## src/design/btdc_pkg.sv

```systemverilog
`timescale 1ns / 1ps

package btdc_pkg;

  // tilt and filter state width, 1/256 degree
  localparam int TiltW = 18;
  typedef logic signed [TiltW-1:0] tilt_t;

  // shared multiplier operand and product widths
  localparam int MulAW = 35;
  localparam int MulBW = 18;
  localparam int MulPW = MulAW + MulBW;

  // divider widths
  localparam int NumW = 44;
  localparam int DenW = 18;

  // cordic datapath widths
  localparam int CxW       = 27;
  localparam int CzW       = 28;
  localparam int AtanDepth = 24;
  localparam int AtanIdxW  = 5;
  localparam int HalfTurn  = 180 * 65536;

  typedef enum logic [1:0] {
    MODE_INIT,
    MODE_STOP,
    MODE_FWD,
    MODE_REV
  } mode_e;

  typedef enum logic [3:0] {
    S_IDLE,
    S_CORD,
    S_GYR,
    S_FA,
    S_FB,
    S_GA,
    S_GB,
    S_TILT,
    S_MODE,
    S_KP,
    S_LIM,
    S_DIV,
    S_DRV,
    S_OUT
  } state_e;

  typedef enum logic [2:0] {
    REG_COEF_A,
    REG_COEF_B,
    REG_GYRO_GAIN,
    REG_KP_GAIN,
    REG_KD_GAIN,
    REG_PWM_MAX,
    REG_DEAD_BAND
  } reg_e;

  // divider handshake
  typedef struct packed {
    logic start;
    logic rev;
  } div_ctrl_t;

  // atan(2^-i) in degree*65536
  function automatic logic [21:0] atan_lut(input logic [AtanIdxW-1:0] i);
    logic [21:0] r;
    unique case (i)
      5'd0:    r = 22'd2949120;
      5'd1:    r = 22'd1740967;
      5'd2:    r = 22'd919879;
      5'd3:    r = 22'd466945;
      5'd4:    r = 22'd234379;
      5'd5:    r = 22'd117305;
      5'd6:    r = 22'd58666;
      5'd7:    r = 22'd29335;
      5'd8:    r = 22'd14668;
      5'd9:    r = 22'd7334;
      5'd10:   r = 22'd3667;
      5'd11:   r = 22'd1833;
      5'd12:   r = 22'd917;
      5'd13:   r = 22'd458;
      5'd14:   r = 22'd229;
      5'd15:   r = 22'd115;
      5'd16:   r = 22'd57;
      5'd17:   r = 22'd29;
      5'd18:   r = 22'd14;
      5'd19:   r = 22'd7;
      5'd20:   r = 22'd4;
      5'd21:   r = 22'd2;
      5'd22:   r = 22'd1;
      default: r = 22'd0;
    endcase
    return r;
  endfunction

  // saturate to the tilt range
  function automatic tilt_t sat18(input logic signed [39:0] v);
    tilt_t r;
    if (v > 40'sd131071) begin
      r = 18'sd131071;
    end else if (v < -40'sd131072) begin
      r = -18'sd131072;
    end else begin
      r = v[TiltW-1:0];
    end
    return r;
  endfunction

endpackage

```

## src/design/btdc_if.sv

```systemverilog
`timescale 1ns / 1ps

// sensor request channel
interface btdc_in_if;
  logic               valid;
  logic               ready;
  logic signed [15:0] accel_x;
  logic signed [15:0] accel_y;
  logic signed [15:0] gyro_z;
  logic               button;

  modport source (output valid, accel_x, accel_y, gyro_z, button, input ready);
  modport sink   (input valid, accel_x, accel_y, gyro_z, button, output ready);
endinterface

// drive result channel
interface btdc_out_if;
  logic               valid;
  logic               ready;
  logic [9:0]         fwd_drive;
  logic [9:0]         rev_drive;
  logic [1:0]         mode;
  logic signed [17:0] tilt;

  modport source (output valid, fwd_drive, rev_drive, mode, tilt, input ready);
  modport sink   (input valid, fwd_drive, rev_drive, mode, tilt, output ready);
endinterface

```

## src/design/balance_tilt_drive_controller_top.sv

```systemverilog
`timescale 1ns / 1ps
// a request passes the cordic, gyro, filter, tilt and mode states; a drive update adds the kp,
//   limit, divide and drive states, and the 44-step divider dominates the drive path
// one request in flight: a new request is accepted only after the previous result is taken
// one shared multiplier serves gyro scaling, both filters and the drive terms
// reset: asynchronous active low; filters zero, init mode, extremes at +-26, drives zero,
//   registers at their documented defaults
module balance_tilt_drive_controller_top #(
  parameter int PWM_BITS     = 10,
  parameter int CORDIC_ITERS = 16
) (
  input  logic        clk_i,
  input  logic        rst_ni,
  input  logic        cfg_we_i,
  input  logic [2:0]  cfg_idx_i,
  input  logic [15:0] cfg_data_i,
  btdc_in_if.sink     in_i,
  btdc_out_if.source  out_o
);

  localparam int Iters   = (CORDIC_ITERS < btdc_pkg::AtanDepth) ? CORDIC_ITERS
                                                                 : btdc_pkg::AtanDepth;
  localparam int LimBits = (PWM_BITS < 10) ? PWM_BITS : 10;
  localparam logic [9:0] LimMask = 10'((32'd1 << LimBits) - 32'd1);
  localparam int CxW = btdc_pkg::CxW;
  localparam int CzW = btdc_pkg::CzW;

  // configuration registers
  logic [15:0] coef_a_q, coef_b_q, gyro_gain_q, kp_gain_q, kd_gain_q;
  logic [9:0]  pwm_max_q;
  logic [11:0] dead_band_q;

  always_ff @(posedge clk_i or negedge rst_ni) begin
    if (!rst_ni) begin
      coef_a_q    <= 16'd324;
      coef_b_q    <= 16'd32443;
      gyro_gain_q <= 16'd1000;
      kp_gain_q   <= 16'd1580;
      kd_gain_q   <= 16'd0;
      pwm_max_q   <= 10'd1023;
      dead_band_q <= 12'd26;
    end else if (cfg_we_i) begin
      case (btdc_pkg::reg_e'(cfg_idx_i))
        btdc_pkg::REG_COEF_A:    coef_a_q    <= cfg_data_i;
        btdc_pkg::REG_COEF_B:    coef_b_q    <= cfg_data_i;
        btdc_pkg::REG_GYRO_GAIN: gyro_gain_q <= cfg_data_i;
        btdc_pkg::REG_KP_GAIN:   kp_gain_q   <= cfg_data_i;
        btdc_pkg::REG_KD_GAIN:   kd_gain_q   <= cfg_data_i;
        btdc_pkg::REG_PWM_MAX:   pwm_max_q   <= cfg_data_i[9:0];
        btdc_pkg::REG_DEAD_BAND: dead_band_q <= cfg_data_i[11:0];
        default: ;
      endcase
    end
  end

  btdc_pkg::state_e state_q, state_d;
  btdc_pkg::mode_e  mode_q;

  logic [btdc_pkg::AtanIdxW-1:0] cnt_q;
  logic                          zero_q;
  logic                          btn_q;
  logic                          drv_rev_q;
  logic signed [15:0]            gz_q;
  logic signed [CxW-1:0]         cx_q, cy_q;
  logic signed [CzW-1:0]         cz_q;
  btdc_pkg::tilt_t               acc_ang_q, gyr_q, accel_filt_q, gyro_filt_q;
  btdc_pkg::tilt_t               tilt_q, pos_ext_q, neg_ext_q;
  logic signed [39:0]            acc_q;
  logic [9:0]                    fwd_hold_q, rev_hold_q;

  logic signed [btdc_pkg::MulAW-1:0] mul_a;
  logic signed [btdc_pkg::MulBW-1:0] mul_b;
  logic signed [btdc_pkg::MulPW-1:0] prod;
  btdc_pkg::div_ctrl_t               div_ctrl;
  logic                              div_done;
  logic signed [btdc_pkg::NumW-1:0]  quot;

  logic [9:0] lim;
  assign lim = pwm_max_q & LimMask;

  btdc_mul u_mul (
    .clk_i  (clk_i),
    .a_i    (mul_a),
    .b_i    (mul_b),
    .prod_o (prod)
  );

  btdc_div u_div (
    .clk_i  (clk_i),
    .rst_ni (rst_ni),
    .ctrl_i (div_ctrl),
    .num_i  (prod[btdc_pkg::NumW-1:0]),
    .den_i  (drv_rev_q ? neg_ext_q : pos_ext_q),
    .done_o (div_done),
    .quot_o (quot)
  );

  // cordic step
  logic signed [CxW-1:0] nx, ny;
  logic signed [CzW-1:0] nz, at;
  always_comb begin
    at = CzW'($signed({1'b0, btdc_pkg::atan_lut(cnt_q)}));
    if (cy_q > 0) begin
      nx = cx_q + (cy_q >>> cnt_q);
      ny = cy_q - (cx_q >>> cnt_q);
      nz = cz_q + at;
    end else begin
      nx = cx_q - (cy_q >>> cnt_q);
      ny = cy_q + (cx_q >>> cnt_q);
      nz = cz_q - at;
    end
  end

  // cordic start from the request
  logic signed [16:0]    ax, ay;
  logic signed [CxW-1:0] x0, y0;
  logic signed [CzW-1:0] z0;
  always_comb begin
    ax = 17'(in_i.accel_x);
    ay = 17'(in_i.accel_y);
    if (ax < 0) begin
      ax = -ax;
      ay = -ay;
      z0 = (in_i.accel_y >= 0) ? CzW'(btdc_pkg::HalfTurn) : -CzW'(btdc_pkg::HalfTurn);
    end else begin
      z0 = '0;
    end
    x0 = CxW'($signed({ax, 8'b0}));
    y0 = CxW'($signed({ay, 8'b0}));
  end

  // result scaling and filter sums
  logic signed [CzW:0]  ang_r;
  btdc_pkg::tilt_t      acc_ang, gyr, filt_new, tilt_new;
  logic signed [39:0]   lp_sum, gyr_sum;
  always_comb begin
    ang_r    = (-(CzW+1)'(cz_q) + (CzW+1)'(128)) >>> 8;
    acc_ang  = zero_q ? '0 : btdc_pkg::sat18(40'(ang_r));
    gyr_sum  = ($signed(prod[39:0]) + 40'sd128) >>> 8;
    gyr      = btdc_pkg::sat18(gyr_sum);
    lp_sum   = (acc_q + $signed(prod[39:0]) + 40'sd16384) >>> 15;
    filt_new = btdc_pkg::sat18(lp_sum);
    tilt_new = btdc_pkg::sat18(40'(accel_filt_q) + 40'(filt_new));
  end

  // dead band compares
  logic signed [18:0] db_s, tilt_s;
  logic               go_fwd, go_rev;
  always_comb begin
    db_s   = $signed({7'b0, dead_band_q});
    tilt_s = 19'(tilt_q);
    go_fwd = tilt_s >= db_s;
    go_rev = tilt_s <= -db_s;
  end

  // drive finish: subtract rate term, truncate, clamp
  logic signed [45:0] dsum, dq;
  logic [9:0]         drv;
  always_comb begin
    dsum = 46'(quot) - 46'($signed(prod[32:0]));
    dq   = ((dsum < 0) ? (dsum + 46'sd255) : dsum) >>> 8;
    if (dq < 0) begin
      drv = '0;
    end else if (dq > $signed({36'b0, lim})) begin
      drv = lim;
    end else begin
      drv = dq[9:0];
    end
  end

  // sequencer next state and multiplier operands
  always_comb begin
    state_d      = state_q;
    mul_a        = '0;
    mul_b        = '0;
    div_ctrl     = '0;
    div_ctrl.rev = drv_rev_q;
    unique case (state_q)
      btdc_pkg::S_IDLE: if (in_i.valid) state_d = btdc_pkg::S_CORD;
      btdc_pkg::S_CORD: if (cnt_q == btdc_pkg::AtanIdxW'(Iters - 1)) state_d = btdc_pkg::S_GYR;
      btdc_pkg::S_GYR: begin
        mul_a   = btdc_pkg::MulAW'(gz_q);
        mul_b   = $signed({2'b0, gyro_gain_q});
        state_d = btdc_pkg::S_FA;
      end
      btdc_pkg::S_FA: begin
        mul_a   = $signed({19'b0, coef_a_q});
        mul_b   = acc_ang_q;
        state_d = btdc_pkg::S_FB;
      end
      btdc_pkg::S_FB: begin
        mul_a   = $signed({19'b0, coef_b_q});
        mul_b   = accel_filt_q;
        state_d = btdc_pkg::S_GA;
      end
      btdc_pkg::S_GA: begin
        mul_a   = $signed({19'b0, coef_a_q});
        mul_b   = gyr_q;
        state_d = btdc_pkg::S_GB;
      end
      btdc_pkg::S_GB: begin
        mul_a   = $signed({19'b0, coef_b_q});
        mul_b   = gyro_filt_q;
        state_d = btdc_pkg::S_TILT;
      end
      btdc_pkg::S_TILT: state_d = btdc_pkg::S_MODE;
      btdc_pkg::S_MODE: begin
        mul_a = $signed({19'b0, kp_gain_q});
        mul_b = tilt_q;
        if ((mode_q == btdc_pkg::MODE_FWD && !go_rev) ||
            (mode_q == btdc_pkg::MODE_REV && !go_fwd)) begin
          state_d = btdc_pkg::S_KP;
        end else begin
          state_d = btdc_pkg::S_OUT;
        end
      end
      btdc_pkg::S_KP: begin
        mul_a   = prod[btdc_pkg::MulAW-1:0];
        mul_b   = $signed({8'b0, lim});
        state_d = btdc_pkg::S_LIM;
      end
      btdc_pkg::S_LIM: begin
        mul_a          = $signed({19'b0, kd_gain_q});
        mul_b          = btdc_pkg::MulBW'(gz_q);
        div_ctrl.start = 1'b1;
        state_d        = btdc_pkg::S_DIV;
      end
      btdc_pkg::S_DIV: begin
        mul_a = $signed({19'b0, kd_gain_q});
        mul_b = btdc_pkg::MulBW'(gz_q);
        if (div_done) state_d = btdc_pkg::S_DRV;
      end
      btdc_pkg::S_DRV: state_d = btdc_pkg::S_OUT;
      btdc_pkg::S_OUT: if (out_o.ready) state_d = btdc_pkg::S_IDLE;
      default: state_d = btdc_pkg::S_IDLE;
    endcase
  end

  always_ff @(posedge clk_i or negedge rst_ni) begin
    if (!rst_ni) begin
      state_q <= btdc_pkg::S_IDLE;
    end else begin
      state_q <= state_d;
    end
  end

  // control state
  always_ff @(posedge clk_i or negedge rst_ni) begin
    if (!rst_ni) begin
      mode_q       <= btdc_pkg::MODE_INIT;
      accel_filt_q <= '0;
      gyro_filt_q  <= '0;
      pos_ext_q    <= 18'sd26;
      neg_ext_q    <= -18'sd26;
      fwd_hold_q   <= '0;
      rev_hold_q   <= '0;
      cnt_q        <= '0;
      drv_rev_q    <= 1'b0;
    end else begin
      unique case (state_q)
        btdc_pkg::S_IDLE: cnt_q <= '0;
        btdc_pkg::S_CORD: cnt_q <= cnt_q + 1'b1;
        btdc_pkg::S_GA:   accel_filt_q <= filt_new;
        btdc_pkg::S_TILT: gyro_filt_q <= filt_new;
        btdc_pkg::S_MODE: begin
          drv_rev_q <= (mode_q == btdc_pkg::MODE_REV);
          unique case (mode_q)
            btdc_pkg::MODE_INIT: begin
              fwd_hold_q <= '0;
              rev_hold_q <= '0;
              if (tilt_q > 0 && tilt_q > pos_ext_q) pos_ext_q <= tilt_q;
              if (tilt_q < 0 && tilt_q < neg_ext_q) neg_ext_q <= tilt_q;
              if (btn_q) mode_q <= btdc_pkg::MODE_STOP;
            end
            btdc_pkg::MODE_STOP: begin
              fwd_hold_q <= '0;
              rev_hold_q <= '0;
              if (btn_q) begin
                mode_q <= btdc_pkg::MODE_INIT;
              end else if (go_fwd) begin
                mode_q <= btdc_pkg::MODE_FWD;
              end else if (go_rev) begin
                mode_q <= btdc_pkg::MODE_REV;
              end
            end
            btdc_pkg::MODE_FWD: if (go_rev) mode_q <= btdc_pkg::MODE_REV;
            btdc_pkg::MODE_REV: if (go_fwd) mode_q <= btdc_pkg::MODE_FWD;
            default: ;
          endcase
        end
        btdc_pkg::S_DRV: begin
          if (drv_rev_q) begin
            rev_hold_q <= drv;
            fwd_hold_q <= '0;
          end else begin
            fwd_hold_q <= drv;
            rev_hold_q <= '0;
          end
        end
        default: ;
      endcase
    end
  end

  // payload registers
  always_ff @(posedge clk_i) begin
    unique case (state_q)
      btdc_pkg::S_IDLE: begin
        gz_q   <= in_i.gyro_z;
        btn_q  <= in_i.button;
        zero_q <= (in_i.accel_x == 16'sd0) && (in_i.accel_y == 16'sd0);
        cx_q   <= x0;
        cy_q   <= y0;
        cz_q   <= z0;
      end
      btdc_pkg::S_CORD: begin
        cx_q <= nx;
        cy_q <= ny;
        cz_q <= nz;
      end
      btdc_pkg::S_GYR:  acc_ang_q <= acc_ang;
      btdc_pkg::S_FA:   gyr_q <= gyr;
      btdc_pkg::S_FB:   acc_q <= prod[39:0];
      btdc_pkg::S_GB:   acc_q <= prod[39:0];
      btdc_pkg::S_TILT: tilt_q <= tilt_new;
      default: ;
    endcase
  end

  assign in_i.ready      = (state_q == btdc_pkg::S_IDLE);
  assign out_o.valid     = (state_q == btdc_pkg::S_OUT);
  assign out_o.fwd_drive = fwd_hold_q;
  assign out_o.rev_drive = rev_hold_q;
  assign out_o.mode      = mode_q;
  assign out_o.tilt      = tilt_q;

  // one request in flight at a time
  a_busy_after_accept: assert property (@(posedge clk_i) disable iff (!rst_ni)
    (in_i.valid && in_i.ready) |=> !in_i.ready)
    else $error("request accepted while busy");

  a_no_accept_with_result: assert property (@(posedge clk_i) disable iff (!rst_ni)
    out_o.valid |-> !in_i.ready)
    else $error("ready while a result waits");

  a_one_drive_active: assert property (@(posedge clk_i) disable iff (!rst_ni)
    out_o.valid |-> !(out_o.fwd_drive != '0 && out_o.rev_drive != '0))
    else $error("both drives active");

  a_div_only_on_drive: assert property (@(posedge clk_i) disable iff (!rst_ni)
    div_ctrl.start |-> (mode_q == btdc_pkg::MODE_FWD || mode_q == btdc_pkg::MODE_REV))
    else $error("drive divide outside a drive mode");

endmodule

```

## src/design/btdc_mul.sv

```systemverilog
`timescale 1ns / 1ps

module btdc_mul (
  input  logic                                clk_i,
  input  logic signed [btdc_pkg::MulAW-1:0]   a_i,
  input  logic signed [btdc_pkg::MulBW-1:0]   b_i,
  output logic signed [btdc_pkg::MulPW-1:0]   prod_o
);

  logic signed [btdc_pkg::MulPW-1:0] prod_q;

  // registered signed product
  always_ff @(posedge clk_i) begin
    prod_q <= a_i * b_i;
  end

  assign prod_o = prod_q;

endmodule

```

## src/design/btdc_div.sv

```systemverilog
`timescale 1ns / 1ps

module btdc_div (
  input  logic                                clk_i,
  input  logic                                rst_ni,
  input  btdc_pkg::div_ctrl_t                 ctrl_i,
  input  logic signed [btdc_pkg::NumW-1:0]    num_i,
  input  logic signed [btdc_pkg::DenW-1:0]    den_i,
  output logic                                done_o,
  output logic signed [btdc_pkg::NumW-1:0]    quot_o
);

  localparam int NumW = btdc_pkg::NumW;
  localparam int DenW = btdc_pkg::DenW;
  localparam int CntW = $clog2(NumW);

  logic                   busy_q;
  logic                   done_q;
  logic [CntW-1:0]        cnt_q;
  logic [NumW-1:0]        nmag_q;
  logic [DenW-1:0]        dmag_q;
  logic [DenW-1:0]        rem_q;
  logic                   neg_q;
  logic signed [NumW-1:0] quot_q;

  logic [DenW:0]   trial;
  logic            qbit;
  logic [DenW:0]   rem_sub;
  logic [NumW-1:0] q_final;

  // one restoring step per cycle
  always_comb begin
    trial   = {rem_q, nmag_q[NumW-1]};
    qbit    = (trial >= {1'b0, dmag_q});
    rem_sub = qbit ? (trial - {1'b0, dmag_q}) : trial;
    q_final = {nmag_q[NumW-2:0], qbit};
  end

  always_ff @(posedge clk_i or negedge rst_ni) begin
    if (!rst_ni) begin
      busy_q <= 1'b0;
      done_q <= 1'b0;
      cnt_q  <= '0;
    end else begin
      done_q <= 1'b0;
      if (ctrl_i.start) begin
        busy_q <= 1'b1;
        cnt_q  <= '0;
      end else if (busy_q) begin
        cnt_q <= cnt_q + 1'b1;
        if (cnt_q == CntW'(NumW - 1)) begin
          busy_q <= 1'b0;
          done_q <= 1'b1;
        end
      end
    end
  end

  // operand magnitudes, quotient shifts into the numerator register
  always_ff @(posedge clk_i) begin
    if (ctrl_i.start) begin
      nmag_q <= num_i[NumW-1] ? NumW'(-num_i) : NumW'(num_i);
      dmag_q <= den_i[DenW-1] ? DenW'(-den_i) : DenW'(den_i);
      rem_q  <= '0;
      neg_q  <= num_i[NumW-1] ^ den_i[DenW-1];
    end else if (busy_q) begin
      nmag_q <= q_final;
      rem_q  <= rem_sub[DenW-1:0];
      if (cnt_q == CntW'(NumW - 1)) begin
        quot_q <= neg_q ? -$signed(q_final) : $signed(q_final);
      end
    end
  end

  assign done_o = done_q;
  assign quot_o = quot_q;

endmodule

```

## src/flat_wrapper.sv

```systemverilog
// flat-port wrapper written by rule: the top's interface ports become plain ports
module balance_tilt_drive_controller_top_flat 
#(
  parameter int PWM_BITS     = 10,
  parameter int CORDIC_ITERS = 16
)
  (clk_i, rst_ni, cfg_we_i, cfg_idx_i, cfg_data_i, in_i_valid, in_i_accel_x, in_i_accel_y, in_i_gyro_z, in_i_button, in_i_ready, out_o_valid, out_o_fwd_drive, out_o_rev_drive, out_o_mode, out_o_tilt, out_o_ready);
  btdc_in_if in_i_i ();
  btdc_out_if out_o_i ();
  input  logic clk_i;
  input  logic rst_ni;
  input  logic cfg_we_i;
  input  logic [2:0] cfg_idx_i;
  input  logic [15:0] cfg_data_i;
  input wire logic [$bits(in_i_i.valid)-1:0] in_i_valid;
  input wire logic [$bits(in_i_i.accel_x)-1:0] in_i_accel_x;
  input wire logic [$bits(in_i_i.accel_y)-1:0] in_i_accel_y;
  input wire logic [$bits(in_i_i.gyro_z)-1:0] in_i_gyro_z;
  input wire logic [$bits(in_i_i.button)-1:0] in_i_button;
  output wire logic [$bits(in_i_i.ready)-1:0] in_i_ready;
  output wire logic [$bits(out_o_i.valid)-1:0] out_o_valid;
  output wire logic [$bits(out_o_i.fwd_drive)-1:0] out_o_fwd_drive;
  output wire logic [$bits(out_o_i.rev_drive)-1:0] out_o_rev_drive;
  output wire logic [$bits(out_o_i.mode)-1:0] out_o_mode;
  output wire logic [$bits(out_o_i.tilt)-1:0] out_o_tilt;
  input wire logic [$bits(out_o_i.ready)-1:0] out_o_ready;
  assign in_i_i.valid = in_i_valid;
  assign in_i_i.accel_x = in_i_accel_x;
  assign in_i_i.accel_y = in_i_accel_y;
  assign in_i_i.gyro_z = in_i_gyro_z;
  assign in_i_i.button = in_i_button;
  assign in_i_ready = in_i_i.ready;
  assign out_o_valid = out_o_i.valid;
  assign out_o_fwd_drive = out_o_i.fwd_drive;
  assign out_o_rev_drive = out_o_i.rev_drive;
  assign out_o_mode = out_o_i.mode;
  assign out_o_tilt = out_o_i.tilt;
  assign out_o_i.ready = out_o_ready;
  balance_tilt_drive_controller_top #(.PWM_BITS(PWM_BITS), .CORDIC_ITERS(CORDIC_ITERS)) u_core (.clk_i(clk_i), .rst_ni(rst_ni), .cfg_we_i(cfg_we_i), .cfg_idx_i(cfg_idx_i), .cfg_data_i(cfg_data_i), .in_i(in_i_i), .out_o(out_o_i));
endmodule
```

## config.mk

```make
export PLATFORM = sky130hd
export DESIGN_NAME = balance_tilt_drive_controller_top_flat
export DESIGN_NICKNAME = d
export VERILOG_FILES = /design/src/design/btdc_pkg.sv /design/src/design/btdc_if.sv /design/src/design/balance_tilt_drive_controller_top.sv /design/src/design/btdc_mul.sv /design/src/design/btdc_div.sv /design/src/flat_wrapper.sv
export SDC_FILE = /design/constraint.sdc
export NUM_CORES = 2
export LEC_CHECK = 0
export ABC_AREA = 0
export CAP_MARGIN = 10
export CORE_MARGIN = 3
export CORE_UTILIZATION = 55
export CTS_CLUSTER_DIAMETER = 120
export DETAILED_ROUTE_END_ITERATION = 12
export DONT_BUFFER_PORTS = 1
export PLACE_DENSITY = 0.69
export SLEW_MARGIN = 20
export SYNTH_ARGS = -nofsm -noshare
export SYNTH_HDL_FRONTEND = slang
export SYNTH_SLANG_ARGS = --single-unit
```

## constraint.sdc

```tcl
create_clock -name clk_i -period 10.03 [get_ports clk_i]
set_input_delay 1.003 -clock clk_i [delete_from_list [all_inputs] [get_ports clk_i]]
set_output_delay 1.003 -clock clk_i [all_outputs]
set_load 0.02 [all_outputs]
```

==> impl_metrics.tcl <==
set metrics [dict create \
    crit_type "reg2reg" \
    initial_utilization_pct 55.60 \
    cts_buffer_depth 3 \
    outcome "finished clean" \
    antenna_found_initial 16 \
    worstSetupEndpointType "flip-flop" \
    die-area_um2 116300 \
    wl_per_cell_um 22.19 \
    cts_buffers 72 \
    floorplan.rows 122 \
    grt_remaining_overflow 0 \
    first_pass_iters 7 \
    drc 0 \
    ys_seq_area_share_pct 25.45 \
    synth-warning-count 0 \
    ios 115 \
    arrival_ns 10.08 \
    finalHoldViolCount 0 \
    vias 50461 \
    ys.flop_type "edfxtp_1" \
    grt_max_degree 215 \
    yosys.area.top_type_share_pct 16.87 \
    finalMaxSlewViolations 0 \
    ys_async_sr_fraction_pct 37.09 \
    maxUsedRoutingLayer "met5" \
    ff2ff_setup_slack_ns 0.48 \
    avgViaCountPerCell 6.108 \
    core_area_um2 111000 \
    place_congestion 0.9932 \
    synth.distinct_cells 99 \
    ctsHoldBuffers 0 \
    yosysTopAreaCell "fa_1" \
    wl_met2_um 83290 \
    fin_setup_tns_ns 0 \
    syn_avg_cell_area_um2 9.071 \
    drive_gt1_share_pct 8.380 \
    grt_pass1_vias 50020 \
    cts_tree "done" \
    groute.usage.overall_pct 31.49 \
    m1WireLength_um 73140 \
    wl_um 183300 \
    post_cts_buffers 0 \
    synth_area_um2 61710 \
    postRouteAntennaNets 0 \
    syn_inst 6803 \
    crit_top_cell "fa_1" \
    post-route-period-util_pct 95.20 \
    htreeDepth 3 \
    synth-edff-count 301 \
    dr_wl_met3_um 17380 \
    worstMarginPinSlew_ns 1.145 \
    crit_required_ns 10.56 \
    timing.critical_path.from_type "flip-flop" \
    clock_sinks 577 \
    cts-resized-gates 0 \
    period_minus_slack_ns 9.548 \
    clock_skew_ns 0.04209 \
    maxCapViolCount 0 \
    hold_class "in2async" \
    clock_latency_ns 0.66 \
    die_x_um 341.0 \
    slowest_stage "dfrtp_1" \
    fmax_ghz 0.1047 \
    nets 7749 \
    max_stage_delay_ns 0.71 \
    fp.dieH_um 341.0 \
    rsz0062_at_grt "no" \
    ys_top_cells_by_area "fa_1 17%, edfxtp_1 15%, ha_1 9.1%" \
    setup_viol 0 \
    synth-seq-cells 577 \
    initialDrtViolationCount 4799 \
    slew_headroom_pct 23.29 \
    post-dp-hpwl_um 143200 \
    crit_fanout 25 \
    grt_first_pass_wirelength_um 285000 \
    areaGrowthSynthToFinish_pct 6.866 \
    root_buffer "clkbuf_16" \
    port_buffers 0 \
    clk_pin_slew_ns 0.06 \
]
==> kinds of logic after synthesis <==
family | synth area share (%)
AOI/OAI and AO/OA | 14.58
other | 0.01217
adders and majority gates | 25.95
muxes | 5.515
and+or+nand+nor | 15.11
buffers and inverters | 7.162
DFF | 25.45
xor gates and xnor gates | 6.217
==> cell usage in the layout (no fill, tap or decap), drive strengths merged, types with 96 or more instances in the layout <==
cell and n:
inv 870, nand2 860, fa 520, nor2 463, ha 448, o21ai 358
a21oi 323, xnor2 308, edfxtp 301, dfrtp 157, mux2 132, xor2 130
buf 121, nand3 98, a21o 96
==> metal layers <==
| layer | vias to the layer above | GRT usage (%) |
|---|---|---|
| met5 | - | 0 |
| met4 | 8 | 13.94 |
| met3 | 466 | 7.148 |
| met2 | 2122 | 50.37 |
| met1 | 24697 | 41.01 |
| li1 | 23168 | - |
==> critical path: cells and delay by family, from the launching register on <==
kind,cells,cell delay [ns]
DFF,1,0.71
buffers and inverters,5,0.99
adders and majority gates,7,3.41
AOI/OAI and AO/OA,11,2.38
and+or+nand+nor,7,1.77
xor gates and xnor gates,1,0.14
==> final timing paths <==
check / start / end / depth (start not counted)
setup / recovery: u_core.state_q[2] / u_core.u_mul.prod_o[43] / 31
hold / removal: rst_ni / u_core.out_o.rev_drive[7] / 0
setup reg to reg: u_core.state_q[2] / u_core.u_mul.prod_o[43] / 31
hold reg to reg: u_core.u_div.rem_q[1] / u_core.u_div.rem_q[1] / 2
max in group asynchronous: rst_ni / u_core.coef_a_q[3] / 0
min in group clk_i: in_i_gyro_z[10] / u_core.gz_q[10] / 0
==> Yosys cell counts (42+ instances only) <==
| master | instances |
|---|---|
| a211oi_1 | 42 |
| a21o_1 | 96 |
| a21oi_1 | 322 |
| a22oi_1 | 94 |
| a31oi_1 | 52 |
| and3_1 | 54 |
| clkbuf_1 | 256 |
| dfrtp_1 | 157 |
| dfstp_2 | 57 |
| dfxtp_1 | 62 |
| edfxtp_1 | 301 |
| fa_1 | 520 |
| ha_1 | 448 |
| inv_1 | 862 |
| mux2_2 | 132 |
| mux2i_1 | 52 |
| mux4_2 | 62 |
| nand2_1 | 860 |
| nand2b_1 | 70 |
| nand3_1 | 98 |
| nand4_1 | 81 |
| nor2_1 | 462 |
| nor2b_1 | 62 |
| nor3_1 | 92 |
| o21a_1 | 62 |
| o21ai_0 | 345 |
| o31ai_1 | 63 |
| or3_1 | 43 |
| xnor2_1 | 308 |
| xor2_1 | 130 |
==> layout make-up <==
| class | count | area, um^2 |
|---|---|---|
| fillers | 9700 | 45030 |
| multi-input cells | 5069 | 41740 |
| flip-flops and latches | 577 | 15710 |
| inverters | 867 | 3256 |
| clock buffers | 95 | 2021 |
| well taps | 1488 | 1862 |
| repair buffers | 121 | 928.4 |
| clock inverters | 37 | 409.1 |
| diodes | 7 | 17.52 |
==> sequential cells by signal (all words and copies together), names as in the netlist, 27 cells and up <==
| name | cells |
|---|---|
| u_core.cz_q | 28 |
| u_core.u_mul.prod_o | 44 |
| u_core.cy_q | 27 |
| u_core.acc_q | 40 |
| u_core.cx_q | 27 |
| u_core.u_div.nmag_q | 44 |
| u_core.u_div.quot_o | 44 |
==> metrics by stage <==
stage          instance area [um^2]  hold WS, ns  cells  worst slack [ns]  util, %
5_1_grt                       65930      0.03977   8254          0.006056    59.41
4_1_cts                       65870      0.03403   8250            0.6026    59.35
6_report                      65940      0.07769   8261            0.4817    59.42
2_1_floorplan                 61740       0.4064   6812             1.512        -
3_5_place_dp                  63440       0.4815   8118            0.5980    57.17
3_3_place_gp                  63440       0.4811   8118            0.7158    57.17
Power is left out: the tool's default activity adds up to more than one toggle a clock period on the data nets, which glitch-free logic cannot reach.
